===== src/rtl/trtt_pkg.sv =====
// ----------------------------------------------------------------------------
// trtt_pkg
// Shared types and constants of the TCP retransmission / time-wait timer table.
// ----------------------------------------------------------------------------
package trtt_pkg;

    // Input command codes
    localparam logic [2:0] CMD_TICK     = 3'd0;
    localparam logic [2:0] CMD_ARM_RT   = 3'd1;
    localparam logic [2:0] CMD_ACK      = 3'd2;
    localparam logic [2:0] CMD_UNSET_RT = 3'd3;
    localparam logic [2:0] CMD_ARM_TW   = 3'd4;
    localparam logic [2:0] CMD_CLOSE    = 3'd5;

    // Internal operation codes after classification
    localparam logic [2:0] OP_TICK   = 3'd0;
    localparam logic [2:0] OP_ARM_RT = 3'd1;
    localparam logic [2:0] OP_DISARM = 3'd2;
    localparam logic [2:0] OP_ARM_TW = 3'd3;
    localparam logic [2:0] OP_CLOSE  = 3'd4;

    // Event kinds
    localparam logic [1:0] KIND_RETRANS = 2'd0;
    localparam logic [1:0] KIND_RESET   = 2'd1;
    localparam logic [1:0] KIND_CLOSED  = 2'd2;
    localparam logic [1:0] KIND_WAKE    = 2'd3;

    // Register indexes
    localparam logic [1:0] REG_RTO  = 2'd0;
    localparam logic [1:0] REG_MAXR = 2'd1;
    localparam logic [1:0] REG_TW   = 2'd2;

    // Register reset values
    localparam logic [15:0] RTO_RST  = 16'd2;
    localparam logic [3:0]  MAXR_RST = 4'd3;
    localparam logic [15:0] TW_RST   = 16'd2;

    // Queue sizes
    localparam int CQ_DEPTH  = 2;
    localparam int EVQ_DEPTH = 4;

    typedef struct packed {
        logic [15:0] rto;
        logic [3:0]  maxr;
        logic [15:0] tw;
    } t_cfg;

    // One slot of the timer table
    typedef struct packed {
        logic        rarm;
        logic [31:0] rrem;
        logic [3:0]  ret;
        logic        twarm;
        logic [15:0] twrem;
        logic        closed;
    } t_entry;

    typedef struct packed {
        logic [3:0] conn;
        logic [1:0] kind;
        logic [3:0] retry;
        logic       last;
    } t_evt;

    // Up to two events written into the event queue per cycle, e0 first
    typedef struct packed {
        logic v0;
        t_evt e0;
        logic v1;
        t_evt e1;
    } t_push;

endpackage


===== src/rtl/trtt_ram.sv =====
// ----------------------------------------------------------------------------
// trtt_ram
// Generic single-write, single-read RAM with registered read data.
// ----------------------------------------------------------------------------
module trtt_ram #(
    parameter int W = 8,
    parameter int D = 16
) (
    input  logic                                i_clk,
    input  logic                                i_we,
    input  logic [((D > 1) ? $clog2(D) : 1)-1:0] i_waddr,
    input  logic [W-1:0]                        i_wdata,
    input  logic                                i_re,
    input  logic [((D > 1) ? $clog2(D) : 1)-1:0] i_raddr,
    output logic [W-1:0]                        o_rdata
);

    logic [W-1:0] r_mem [D];
    logic [W-1:0] r_rdata;

    always_ff @(posedge i_clk) begin
        if (i_we) begin
            r_mem[i_waddr] <= i_wdata;
        end
        if (i_re) begin
            r_rdata <= r_mem[i_raddr];
        end
    end

    assign o_rdata = r_rdata;

endmodule


===== src/rtl/trtt_front.sv =====
// ----------------------------------------------------------------------------
// trtt_front
// Accepts commands, drops unknown codes, out-of-range slots and acks with a non-empty send buffer, queues the rest.
// ----------------------------------------------------------------------------
module trtt_front
    import trtt_pkg::*;
#(
    parameter int NUM_CONN = 16
) (
    input  logic                                        i_clk,
    input  logic                                        i_rst_n,
    input  logic                                        i_in_valid,
    output logic                                        o_in_stall,
    input  logic [2:0]                                  i_cmd,
    input  logic [3:0]                                  i_conn,
    input  logic                                        i_send_buffer_empty,
    output logic                                        o_cmd_valid,
    output logic [2:0]                                  o_cmd_op,
    output logic [((NUM_CONN > 1) ? $clog2(NUM_CONN) : 1)-1:0] o_cmd_slot,
    input  logic                                        i_cmd_take
);

    localparam int SLOT_W = (NUM_CONN > 1) ? $clog2(NUM_CONN) : 1;
    localparam int CQ_AW  = (CQ_DEPTH > 1) ? $clog2(CQ_DEPTH) : 1;
    localparam int CQ_CW  = $clog2(CQ_DEPTH + 1);

    logic [2:0]        r_op   [CQ_DEPTH];
    logic [SLOT_W-1:0] r_slot [CQ_DEPTH];
    logic [CQ_AW-1:0]  r_wp, r_rp;
    logic [CQ_CW-1:0]  r_cnt;

    logic       w_in_range;
    logic       w_keep;
    logic [2:0] w_op;
    logic       w_push;
    logic       w_pop;

    // Classify: ticks always go through; slot commands need an in-range slot, and acks an empty send buffer
    always_comb begin
        w_in_range = ({28'd0, i_conn} < 32'(NUM_CONN));
        w_keep     = 1'b0;
        w_op       = OP_TICK;
        case (i_cmd)
            CMD_TICK: begin
                w_keep = 1'b1;
                w_op   = OP_TICK;
            end
            CMD_ARM_RT: begin
                w_keep = w_in_range;
                w_op   = OP_ARM_RT;
            end
            CMD_ACK: begin
                w_keep = w_in_range & i_send_buffer_empty;
                w_op   = OP_DISARM;
            end
            CMD_UNSET_RT: begin
                w_keep = w_in_range;
                w_op   = OP_DISARM;
            end
            CMD_ARM_TW: begin
                w_keep = w_in_range;
                w_op   = OP_ARM_TW;
            end
            CMD_CLOSE: begin
                w_keep = w_in_range;
                w_op   = OP_CLOSE;
            end
            default: begin
                w_keep = 1'b0;
                w_op   = OP_TICK;
            end
        endcase
    end

    assign o_in_stall = (r_cnt == CQ_CW'(CQ_DEPTH));
    assign w_push     = i_in_valid & ~o_in_stall & w_keep;
    assign w_pop      = i_cmd_take & (r_cnt != '0);

    // Command queue
    always_ff @(posedge i_clk) begin
        if (!i_rst_n) begin
            r_wp  <= '0;
            r_rp  <= '0;
            r_cnt <= '0;
        end else begin
            if (w_push) begin
                r_wp <= r_wp + 1'b1;
            end
            if (w_pop) begin
                r_rp <= r_rp + 1'b1;
            end
            r_cnt <= r_cnt + CQ_CW'(w_push) - CQ_CW'(w_pop);
        end
    end

    always_ff @(posedge i_clk) begin
        if (w_push) begin
            r_op[r_wp]   <= w_op;
            r_slot[r_wp] <= SLOT_W'(i_conn);
        end
    end

    assign o_cmd_valid = (r_cnt != '0);
    assign o_cmd_op    = r_op[r_rp];
    assign o_cmd_slot  = r_slot[r_rp];

endmodule


===== src/rtl/trtt_evq.sv =====
// ----------------------------------------------------------------------------
// trtt_evq
// Event queue toward the output channel; takes up to two events per cycle.
// ----------------------------------------------------------------------------
module trtt_evq
    import trtt_pkg::*;
(
    input  logic       i_clk,
    input  logic       i_rst_n,
    input  t_push      i_push,
    output logic       o_room,
    output logic       o_out_valid,
    input  logic       i_out_stall,
    output t_evt       o_evt
);

    localparam int AW = $clog2(EVQ_DEPTH);
    localparam int CW = $clog2(EVQ_DEPTH + 1);

    t_evt          r_mem [EVQ_DEPTH];
    logic [AW-1:0] r_wp, r_rp;
    logic [CW-1:0] r_cnt;

    logic [AW-1:0] w_wp1;
    logic          w_pop;
    logic [CW-1:0] w_npush;

    assign w_wp1   = r_wp + 1'b1;
    assign w_pop   = (r_cnt != '0) & ~i_out_stall;
    assign w_npush = CW'(i_push.v0) + CW'(i_push.v0 & i_push.v1);

    // Room for two more events, ignoring a pop in the same cycle
    assign o_room = (r_cnt <= CW'(EVQ_DEPTH - 2));

    always_ff @(posedge i_clk) begin
        if (!i_rst_n) begin
            r_wp  <= '0;
            r_rp  <= '0;
            r_cnt <= '0;
        end else begin
            r_wp  <= r_wp + AW'(w_npush);
            if (w_pop) begin
                r_rp <= r_rp + 1'b1;
            end
            r_cnt <= r_cnt + w_npush - CW'(w_pop);
        end
    end

    always_ff @(posedge i_clk) begin
        if (i_push.v0) begin
            r_mem[r_wp] <= i_push.e0;
            if (i_push.v1) begin
                r_mem[w_wp1] <= i_push.e1;
            end
        end
    end

    assign o_out_valid = (r_cnt != '0);
    assign o_evt       = r_mem[r_rp];

endmodule


===== src/rtl/trtt_back.sv =====
// ----------------------------------------------------------------------------
// trtt_back
// Executes queued commands on the timer table: read-modify-write per slot,
// a tick sweeps all slots, one slot per cycle while the event queue has room.
// ----------------------------------------------------------------------------
module trtt_back
    import trtt_pkg::*;
#(
    parameter int NUM_CONN = 16
) (
    input  logic                                        i_clk,
    input  logic                                        i_rst_n,
    input  t_cfg                                        i_cfg,
    input  logic                                        i_cmd_valid,
    input  logic [2:0]                                  i_cmd_op,
    input  logic [((NUM_CONN > 1) ? $clog2(NUM_CONN) : 1)-1:0] i_cmd_slot,
    output logic                                        o_cmd_take,
    input  logic                                        i_room,
    output t_push                                       o_push
);

    localparam int SLOT_W = (NUM_CONN > 1) ? $clog2(NUM_CONN) : 1;
    localparam int ENT_W  = $bits(t_entry);

    localparam logic [1:0] S_IDLE  = 2'd0;
    localparam logic [1:0] S_EXEC  = 2'd1;
    localparam logic [1:0] S_FLUSH = 2'd2;

    logic [1:0]          r_state, n_state;
    logic [SLOT_W-1:0]   r_idx, n_idx;
    logic [2:0]          r_op, n_op;
    logic                r_pend_v, n_pend_v;
    t_evt                r_pend, n_pend;
    logic [NUM_CONN-1:0] r_vld;
    logic                r_rd_vld;

    logic              w_re, w_we;
    logic [SLOT_W-1:0] w_raddr;
    logic [ENT_W-1:0]  w_rdata;
    t_entry            w_ent;
    t_entry            w_wr;

    // Tick datapath
    t_entry      w_tk;
    logic        w_a_v, w_b_v;
    t_evt        w_a, w_b;
    logic [31:0] w_rrem_dec;
    logic [15:0] w_twrem_dec;
    logic [3:0]  w_ret_inc;
    logic [31:0] w_backoff;

    // Single-slot datapath
    t_entry      w_sg;
    logic        w_sg_v;
    t_evt        w_sg_evt;

    trtt_ram #(
        .W (ENT_W),
        .D (NUM_CONN)
    ) u_ram (
        .i_clk   (i_clk),
        .i_we    (w_we),
        .i_waddr (r_idx),
        .i_wdata (w_wr),
        .i_re    (w_re),
        .i_raddr (w_raddr),
        .o_rdata (w_rdata)
    );

    // Slots never written read as all zero
    assign w_ent = r_rd_vld ? t_entry'(w_rdata) : '0;

    // Tick on one slot: retransmission timer first, then time-wait
    always_comb begin
        w_tk        = w_ent;
        w_a_v       = 1'b0;
        w_b_v       = 1'b0;
        w_rrem_dec  = (w_ent.rrem == 32'd0) ? 32'd0 : w_ent.rrem - 32'd1;
        w_twrem_dec = (w_ent.twrem == 16'd0) ? 16'd0 : w_ent.twrem - 16'd1;
        w_ret_inc   = w_ent.ret + 4'd1;
        // base fits 16 bits and shift is below 16, so this never overflows
        w_backoff   = {16'd0, i_cfg.rto} << w_ret_inc;
        w_a         = '{conn: 4'(r_idx), kind: KIND_RETRANS, retry: w_ent.ret, last: 1'b0};
        w_b         = '{conn: 4'(r_idx), kind: KIND_CLOSED, retry: w_ent.ret, last: 1'b0};
        if (w_ent.rarm) begin
            w_tk.rrem = w_rrem_dec;
            if (w_rrem_dec == 32'd0 && !w_ent.closed) begin
                w_a_v = 1'b1;
                if (w_ent.ret >= i_cfg.maxr) begin
                    w_tk.rarm   = 1'b0;
                    w_tk.closed = 1'b1;
                    w_a.kind    = KIND_RESET;
                end else begin
                    w_tk.ret  = w_ret_inc;
                    w_tk.rrem = w_backoff;
                    w_a.retry = w_ret_inc;
                end
            end
        end
        w_b.retry = w_tk.ret;
        if (w_ent.twarm) begin
            w_tk.twrem = w_twrem_dec;
            if (w_twrem_dec == 16'd0) begin
                w_b_v       = 1'b1;
                w_tk.twarm  = 1'b0;
                w_tk.closed = 1'b1;
            end
        end
    end

    // Single-slot commands
    always_comb begin
        w_sg     = w_ent;
        w_sg_v   = 1'b0;
        w_sg_evt = '{conn: 4'(r_idx), kind: KIND_WAKE, retry: w_ent.ret, last: 1'b1};
        case (r_op)
            OP_ARM_RT: begin
                if (!w_ent.rarm) begin
                    w_sg.rarm = 1'b1;
                    w_sg.ret  = 4'd0;
                end
                w_sg.rrem = {16'd0, i_cfg.rto};
            end
            OP_DISARM: begin
                if (w_ent.rarm) begin
                    w_sg.rarm = 1'b0;
                    w_sg_v    = 1'b1;
                end
            end
            OP_ARM_TW: begin
                w_sg.twarm = 1'b1;
                w_sg.twrem = i_cfg.tw;
            end
            OP_CLOSE: begin
                w_sg.closed = 1'b1;
            end
            default: begin
                w_sg = w_ent;
            end
        endcase
    end

    // Sequencer; the last event of a tick is held back until its end is known
    always_comb begin
        n_state    = r_state;
        n_idx      = r_idx;
        n_op       = r_op;
        n_pend_v   = r_pend_v;
        n_pend     = r_pend;
        w_re       = 1'b0;
        w_raddr    = r_idx + 1'b1;
        w_we       = 1'b0;
        w_wr       = w_sg;
        o_push     = '0;
        o_cmd_take = 1'b0;
        case (r_state)
            S_IDLE: begin
                if (i_cmd_valid) begin
                    o_cmd_take = 1'b1;
                    w_re       = 1'b1;
                    w_raddr    = (i_cmd_op == OP_TICK) ? '0 : i_cmd_slot;
                    n_idx      = w_raddr;
                    n_op       = i_cmd_op;
                    n_state    = S_EXEC;
                end
            end
            S_EXEC: begin
                if (i_room) begin
                    w_we = 1'b1;
                    if (r_op == OP_TICK) begin
                        w_wr = w_tk;
                        if (w_a_v && w_b_v) begin
                            o_push.v0 = 1'b1;
                            o_push.e0 = r_pend_v ? r_pend : w_a;
                            o_push.v1 = r_pend_v;
                            o_push.e1 = w_a;
                            n_pend_v  = 1'b1;
                            n_pend    = w_b;
                        end else if (w_a_v || w_b_v) begin
                            o_push.v0 = r_pend_v;
                            o_push.e0 = r_pend;
                            n_pend_v  = 1'b1;
                            n_pend    = w_a_v ? w_a : w_b;
                        end
                        if (r_idx == SLOT_W'(NUM_CONN - 1)) begin
                            n_state = S_FLUSH;
                        end else begin
                            w_re  = 1'b1;
                            n_idx = w_raddr;
                        end
                    end else begin
                        w_wr      = w_sg;
                        o_push.v0 = w_sg_v;
                        o_push.e0 = w_sg_evt;
                        n_state   = S_IDLE;
                    end
                end
            end
            S_FLUSH: begin
                if (!r_pend_v) begin
                    n_state = S_IDLE;
                end else if (i_room) begin
                    o_push.v0      = 1'b1;
                    o_push.e0      = r_pend;
                    o_push.e0.last = 1'b1;
                    n_pend_v       = 1'b0;
                    n_state        = S_IDLE;
                end
            end
            default: begin
                n_state = S_IDLE;
            end
        endcase
    end

    always_ff @(posedge i_clk) begin
        if (!i_rst_n) begin
            r_state  <= S_IDLE;
            r_pend_v <= 1'b0;
            r_vld    <= '0;
            r_rd_vld <= 1'b0;
        end else begin
            r_state  <= n_state;
            r_pend_v <= n_pend_v;
            if (w_we) begin
                r_vld[r_idx] <= 1'b1;
            end
            if (w_re) begin
                r_rd_vld <= r_vld[w_raddr];
            end
        end
    end

    always_ff @(posedge i_clk) begin
        r_idx  <= n_idx;
        r_op   <= n_op;
        r_pend <= n_pend;
    end

endmodule


===== src/rtl/tcp_retrans_timewait_timer_table_top.sv =====
// ----------------------------------------------------------------------------
// tcp_retrans_timewait_timer_table_top
// Per-connection retransmission (with exponential backoff) and time-wait timers.
// ----------------------------------------------------------------------------
// Usage:
//   Input channel (i_in_valid / o_in_stall) carries commands: tick, arm
//   retransmission, ack progress, unset retransmission, arm time-wait, close.
//   Output channel (o_out_valid / i_out_stall) carries events; o_last marks
//   the final event a command caused. Commands that cause no event give none.
//   A two-entry command queue decouples intake from execution, and a
//   four-entry event queue decouples execution from the output receiver.
//   A slot command is executed as a table read, then a write, and its event
//   is pushed into the event queue with the write. A tick sweeps the table
//   one slot per cycle while the event queue has room. Unknown, out-of-range
//   and non-empty-buffer ack commands are dropped on entry.
//   When the receiver stalls, the event queue fills, the sweep pauses, and
//   then the command queue fills and o_in_stall rises.
//   Reset (synchronous, active low) clears all timers, flags and queues and
//   loads the registers with rto 2, max retries 3, time-wait 2.
//   Registers (APB, pready always high): 0x0 rto, 0x4 max retries,
//   0x8 time-wait; write only while the block is idle.
// ----------------------------------------------------------------------------
module tcp_retrans_timewait_timer_table_top
    import trtt_pkg::*;
#(
    parameter int NUM_CONN = 16
) (
    input  logic        i_clk,
    input  logic        i_rst_n,
    // command channel
    input  logic        i_in_valid,
    output logic        o_in_stall,
    input  logic [2:0]  i_cmd,
    input  logic [3:0]  i_conn,
    input  logic        i_send_buffer_empty,
    // event channel
    output logic        o_out_valid,
    input  logic        i_out_stall,
    output logic [3:0]  o_event_conn,
    output logic [1:0]  o_event_kind,
    output logic [3:0]  o_retry_count,
    output logic        o_last,
    // register port
    input  logic        psel,
    input  logic        penable,
    input  logic        pwrite,
    input  logic [3:0]  paddr,
    input  logic [31:0] pwdata,
    output logic [31:0] prdata,
    output logic        pready
);

    localparam int SLOT_W = (NUM_CONN > 1) ? $clog2(NUM_CONN) : 1;

    t_cfg              r_cfg;
    logic              w_wr;
    logic              w_cmd_valid;
    logic [2:0]        w_cmd_op;
    logic [SLOT_W-1:0] w_cmd_slot;
    logic              w_cmd_take;
    logic              w_room;
    t_push             w_push;
    t_evt              w_evt;

    // Register writes
    assign pready = 1'b1;
    assign w_wr   = psel & penable & pwrite & pready;

    always_ff @(posedge i_clk) begin
        if (!i_rst_n) begin
            r_cfg.rto  <= RTO_RST;
            r_cfg.maxr <= MAXR_RST;
            r_cfg.tw   <= TW_RST;
        end else if (w_wr) begin
            case (paddr[3:2])
                REG_RTO:  r_cfg.rto  <= pwdata[15:0];
                REG_MAXR: r_cfg.maxr <= pwdata[3:0];
                REG_TW:   r_cfg.tw   <= pwdata[15:0];
                default:  r_cfg      <= r_cfg;
            endcase
        end
    end

    // Register reads
    always_comb begin
        case (paddr[3:2])
            REG_RTO:  prdata = {16'd0, r_cfg.rto};
            REG_MAXR: prdata = {28'd0, r_cfg.maxr};
            REG_TW:   prdata = {16'd0, r_cfg.tw};
            default:  prdata = 32'd0;
        endcase
    end

    trtt_front #(
        .NUM_CONN (NUM_CONN)
    ) u_front (
        .i_clk               (i_clk),
        .i_rst_n             (i_rst_n),
        .i_in_valid          (i_in_valid),
        .o_in_stall          (o_in_stall),
        .i_cmd               (i_cmd),
        .i_conn              (i_conn),
        .i_send_buffer_empty (i_send_buffer_empty),
        .o_cmd_valid         (w_cmd_valid),
        .o_cmd_op            (w_cmd_op),
        .o_cmd_slot          (w_cmd_slot),
        .i_cmd_take          (w_cmd_take)
    );

    trtt_back #(
        .NUM_CONN (NUM_CONN)
    ) u_back (
        .i_clk       (i_clk),
        .i_rst_n     (i_rst_n),
        .i_cfg       (r_cfg),
        .i_cmd_valid (w_cmd_valid),
        .i_cmd_op    (w_cmd_op),
        .i_cmd_slot  (w_cmd_slot),
        .o_cmd_take  (w_cmd_take),
        .i_room      (w_room),
        .o_push      (w_push)
    );

    trtt_evq u_evq (
        .i_clk       (i_clk),
        .i_rst_n     (i_rst_n),
        .i_push      (w_push),
        .o_room      (w_room),
        .o_out_valid (o_out_valid),
        .i_out_stall (i_out_stall),
        .o_evt       (w_evt)
    );

    assign o_event_conn  = w_evt.conn;
    assign o_event_kind  = w_evt.kind;
    assign o_retry_count = w_evt.retry;
    assign o_last        = w_evt.last;

endmodule


===== config.mk =====
export PLATFORM = sky130hd
export DESIGN_NAME = tcp_retrans_timewait_timer_table_top
export DESIGN_NICKNAME = d
export VERILOG_FILES = /design/src/rtl/trtt_pkg.sv /design/src/rtl/trtt_ram.sv /design/src/rtl/trtt_front.sv /design/src/rtl/trtt_evq.sv /design/src/rtl/trtt_back.sv /design/src/rtl/tcp_retrans_timewait_timer_table_top.sv
export SDC_FILE = /design/constraint.sdc
export NUM_CORES = 2
export LEC_CHECK = 0
export ABC_AREA = 1
export BUFFER_PORTS_ARGS = -buffer_cell sky130_fd_sc_hd__clkbuf_2
export CAP_MARGIN = 20
export CORE_UTILIZATION = 40
export CTS_CLUSTER_DIAMETER = 50
export CTS_CLUSTER_SIZE = 12
export DETAILED_ROUTE_END_ITERATION = 8
export MAX_ROUTING_LAYER = met4
export PLACE_DENSITY_LB_ADDON = 0.25
export SETUP_SLACK_MARGIN = 0.05
export SYNTH_ARGS = -nofsm -noshare
export SYNTH_HDL_FRONTEND = slang
export SYNTH_SLANG_ARGS = --single-unit

===== constraint.sdc =====
create_clock -name i_clk -period 16.78 [get_ports i_clk]
set_input_delay 1.678 -clock i_clk [delete_from_list [all_inputs] [get_ports i_clk]]
set_output_delay 1.678 -clock i_clk [all_outputs]
set_load 0.03 [all_outputs]

==> impl_metrics.csv <==
group,metric,value,unit
status,status,"complete, no violations",
grt,antenna_found_initial,1,
logic_synthesis,ys_seq_elements,1080,
setup_path,critPathKind,"reg -> reg",
place,placed_cell_area,49200,um2
sta,fin_hold_ws,0.447,ns
floorplanning,rows,125,
setup_path,cp.required,17.33,ns
grt,grtUsageMet3,0.0258,
power_and_ir_drop,power.leakage,18.6,nW
setup_path,worst_ep_arrival_time,5.80,ns
setup_path,cpPeakStageDelay,1.02,ns
final_layout,multi_input_area,13900,um2
clocking,cts_hold_buffers,0,
clocking,worstSkewPairLatency,0.72,ns
final_layout,fill_cells,10700,
power_and_ir_drop,p_per_area,224,nW/um2
clocking,cts_setup_buffers,0,
logic_synthesis,ys_top_cells_by_area,"edfxtp_1 (64%), o21ai_0 (6.6%), nor2_1 (5.4%)",
setup_path,cp_max_fo,59,
floorplanning,ioPinCount,97,
logic_synthesis,yosysWarnings,0,
grt,grt_use_total,0.229,
clocking,cts_buffers,114,
final_layout,drive_gt1_frac,0.0989,
final_layout,area_growth,11.5,%
place,pre_cts_slack,11.38,ns
sta,fin_ws,11.53,ns
sta,fmax,0.191,GHz
setup_path,crit_family,"simple AND/OR/NAND/NOR gates",
setup_path,cp_num_buf_inv,3,
route,via_per_inst,5.71,
route,finalWirelength,136,mm
logic_synthesis,yosys.area.top_type,"edfxtp_1",
grt,grt_pass1_wl,202,mm
setup_path,cp-start-kind,"register",
logic_synthesis,synthDistinctLibCells,51,
route,drc_errors,0,
clocking,htreeDepth,3,
final_layout,fin_util,0.452,
clocking,clock-root-buffer,"clkbuf_16",
sta,finalHoldViolCount,0,
final_layout,diodes,0,
sta,relSlewSlack,0.170,
route,route.antenna.remaining_nets,0,
final_layout,nets,4359,
place,hpwl,74.5,mm
floorplanning,dieArea,120000,um2
final_layout,seq_area,31700,um2
sta,rsz0062_at_grt,"no",
sta,fin_setup_tns,0,ns
logic_synthesis,synth_top_cell_area_share,0.635,
floorplanning,coreArea,117000,um2
setup_path,path_cells,"nand2_1, ha_1, nand2_1, nor2_2, nand2_1, nor2_1, nand2_1, nand2_1, nand3_2, nand2_1, nor2_1, nand2_1, nor2_4, nand3_1, buf_4, nor2_2, inv_1, o21ai_0, nand2_1, a21oi_1, buf_4",
logic_synthesis,synth_edf_count,1002,
logic_synthesis,syn_area,47400,um2
route,wl_per_cell,23.1,um
final_layout,postLayoutCellArea,52800,um2
setup_path,cpMaxStageDelayCell,"dfxtp_4",
logic_synthesis,synth_cells,4286,
grt,grt-ovfl-total,0,
logic_synthesis,ys.flop_type,"edfxtp_1",
run,maxCapViolations,0,
route,drtIter0Drc,3683,
grt,grt_pass1_vias,31400,
sta,finClkSkew,0.0328,ns
power_and_ir_drop,ir_drop,0.000280,V
sta,tightest_slew,1.25,ns
logic_synthesis,ys_seq_area_frac,0.668,
grt,grt_max_degree,225,
floorplanning,die_w,346,um
grt,use_met1,0.318,
route,firstDrtPassIters,6,
place,port-buffer-count,61,
grt,grtUsageMet2,0.352,
hold_path,hp-class,"reg -> reg",
setup_path,worst_setup_path_end_kind,"register",
grt,busiest_layer,"met2",
place,place_congestion,0.987,
logic_synthesis,avgSynthCellArea,11.0,um2
floorplanning,start_util,0.405,
route,dr_total_vias,33500,
clocking,clock_sinks,1080,
sta,fin_crit_sh,0.313,
sta,setup_viol,0,
floorplanning,die_h,346,um
clocking,cts_resized,0,
clocking,clkTransAtPathRegs,0.06,ns
sta,report.final.slew_viol_count,0,
setup_path,crit_top_cell,"nand2_1",
clocking,cts_tree,"built",
sta,period_minus_slack,5.25,ns
clocking,clockBufferDepth,3,
logic_synthesis,async_flop_share,0,
## power breakdown
part / total (mW) / switching, mW / internal [mW]
Sequential: 3.71 / 0.147 / 3.57
Clock: 2.39 / 1.04 / 1.34
Combinational: 5.74 / 4.19 / 1.55
Total: 11.8 / 5.37 / 6.46
## kinds of logic after synthesis
kind of cell    share of synthesized area
buf+inv                            0.0434
compound gates                      0.151
flops                               0.668
mux                               0.00201
other cells                      0.000159
xor+xnor                          0.00259
simple gates                        0.127
fa+ha+maj                         0.00597
## layout make-up
class,count,share of cell area
flip-flops and latches,1080,0.600
multi-input cells,2716,0.263
clock buffers,136,0.0568
well taps,1524,0.0361
repair buffers,153,0.0196
inverters,221,0.0160
clock inverters,40,0.00889
## layout by cell type, fill, tap and decap left out, drive strengths merged, types with 34 or more instances in the layout
| master | count |
|---|---|
| o221ai | 117 |
| edfxtp | 1002 |
| clkinv | 34 |
| dfxtp | 78 |
| o21ai | 625 |
| o22ai | 141 |
| buf | 92 |
| nor2 | 705 |
| nand3 | 135 |
| inv | 221 |
| clkbuf | 197 |
| nand2 | 568 |
| a21oi | 169 |
| o211ai | 115 |
## final timing paths
path | slack [ns] | cells past startpoint | from | to
setup / recovery | 11.53 | 21 | u_back.r_rd_vld | u_back.u_ram.r_mem[0][48]
hold / removal | 0.45 | 2 | u_evq.r_rp[1] | register
setup reg to reg | 11.53 | 21 | u_back.r_rd_vld | u_back.u_ram.r_mem[0][48]
hold reg to reg | 0.45 | 2 | u_evq.r_rp[1] | register
## sequential cells by signal (all words and copies together) (netlist names), named ones only
name                  count
u_evq.r_wp                2
u_back.u_ram.o_rdata     55
u_back.u_ram.r_mem      880
u_back.r_rd_vld           1
u_front.r_cnt             2
u_evq.r_cnt               3
u_front.r_op              6
u_back.r_pend            10
u_back.r_vld             16
r_cfg                    36
u_evq.r_mem              44
u_back.r_pend_v           1
u_back.r_op               3
u_evq.r_rp                2
u_front.r_wp              1
u_back.r_state            2
u_front.r_slot            8
u_front.r_rp              1
u_back.r_idx              4
## layer usage
layer  up-vias  wire, um  share of wire
li1      15500         -              -
met1     16600     60100           0.44
met2      1263     62100           0.46
met3       208      9590          0.071
met4         0      3890          0.029
met5         -         0              0
## through the flow
| step | power [mW] | std cells |
|---|---|---|
| 2_1_floorplan | 7.65 | 4301 |
| 3_3_place_gp | 9.39 | 5677 |
| 3_5_place_dp | 9.44 | 5679 |
| 4_1_cts | 11.8 | 5855 |
| 5_1_grt | 12.6 | 5870 |
| 6_report | 11.8 | 5870 |
## worst reg2reg max path: stages, from the launching register on
cell     delay, ns
dfxtp_4       1.02
nand2_1       0.33
ha_1          0.34
nand2_1       0.10
nor2_2        0.06
nand2_1       0.14
nor2_1        0.17
nand2_1       0.10
nand2_1       0.06
nand3_2       0.07
nand2_1       0.06
nor2_1        0.14
nand2_1       0.11
nor2_4        0.25
nand3_1       0.10
buf_4         0.28
nor2_2        0.32
inv_1         0.17
o21ai_0       0.27
nand2_1       0.09
a21oi_1       0.60
buf_4         0.30
## synth_stat cells (10+ instances only)
library cell  number
ha_1              21
nand2_2           30
nand3_2           11
buf_4             18
dfxtp_1           78
o221ai_1         117
clkbuf_1         244
buf_6             12
a211oi_1          26
o22ai_1          141
o21ai_0          620
o211ai_1         115
inv_1            203
a21oi_1          168
edfxtp_1        1002
nand4_1           11
nor2_1           684
nor2_2            13
nand3_1          121
xor2_1            10
nand2_1          528
(Power assumes the default switching activity.)
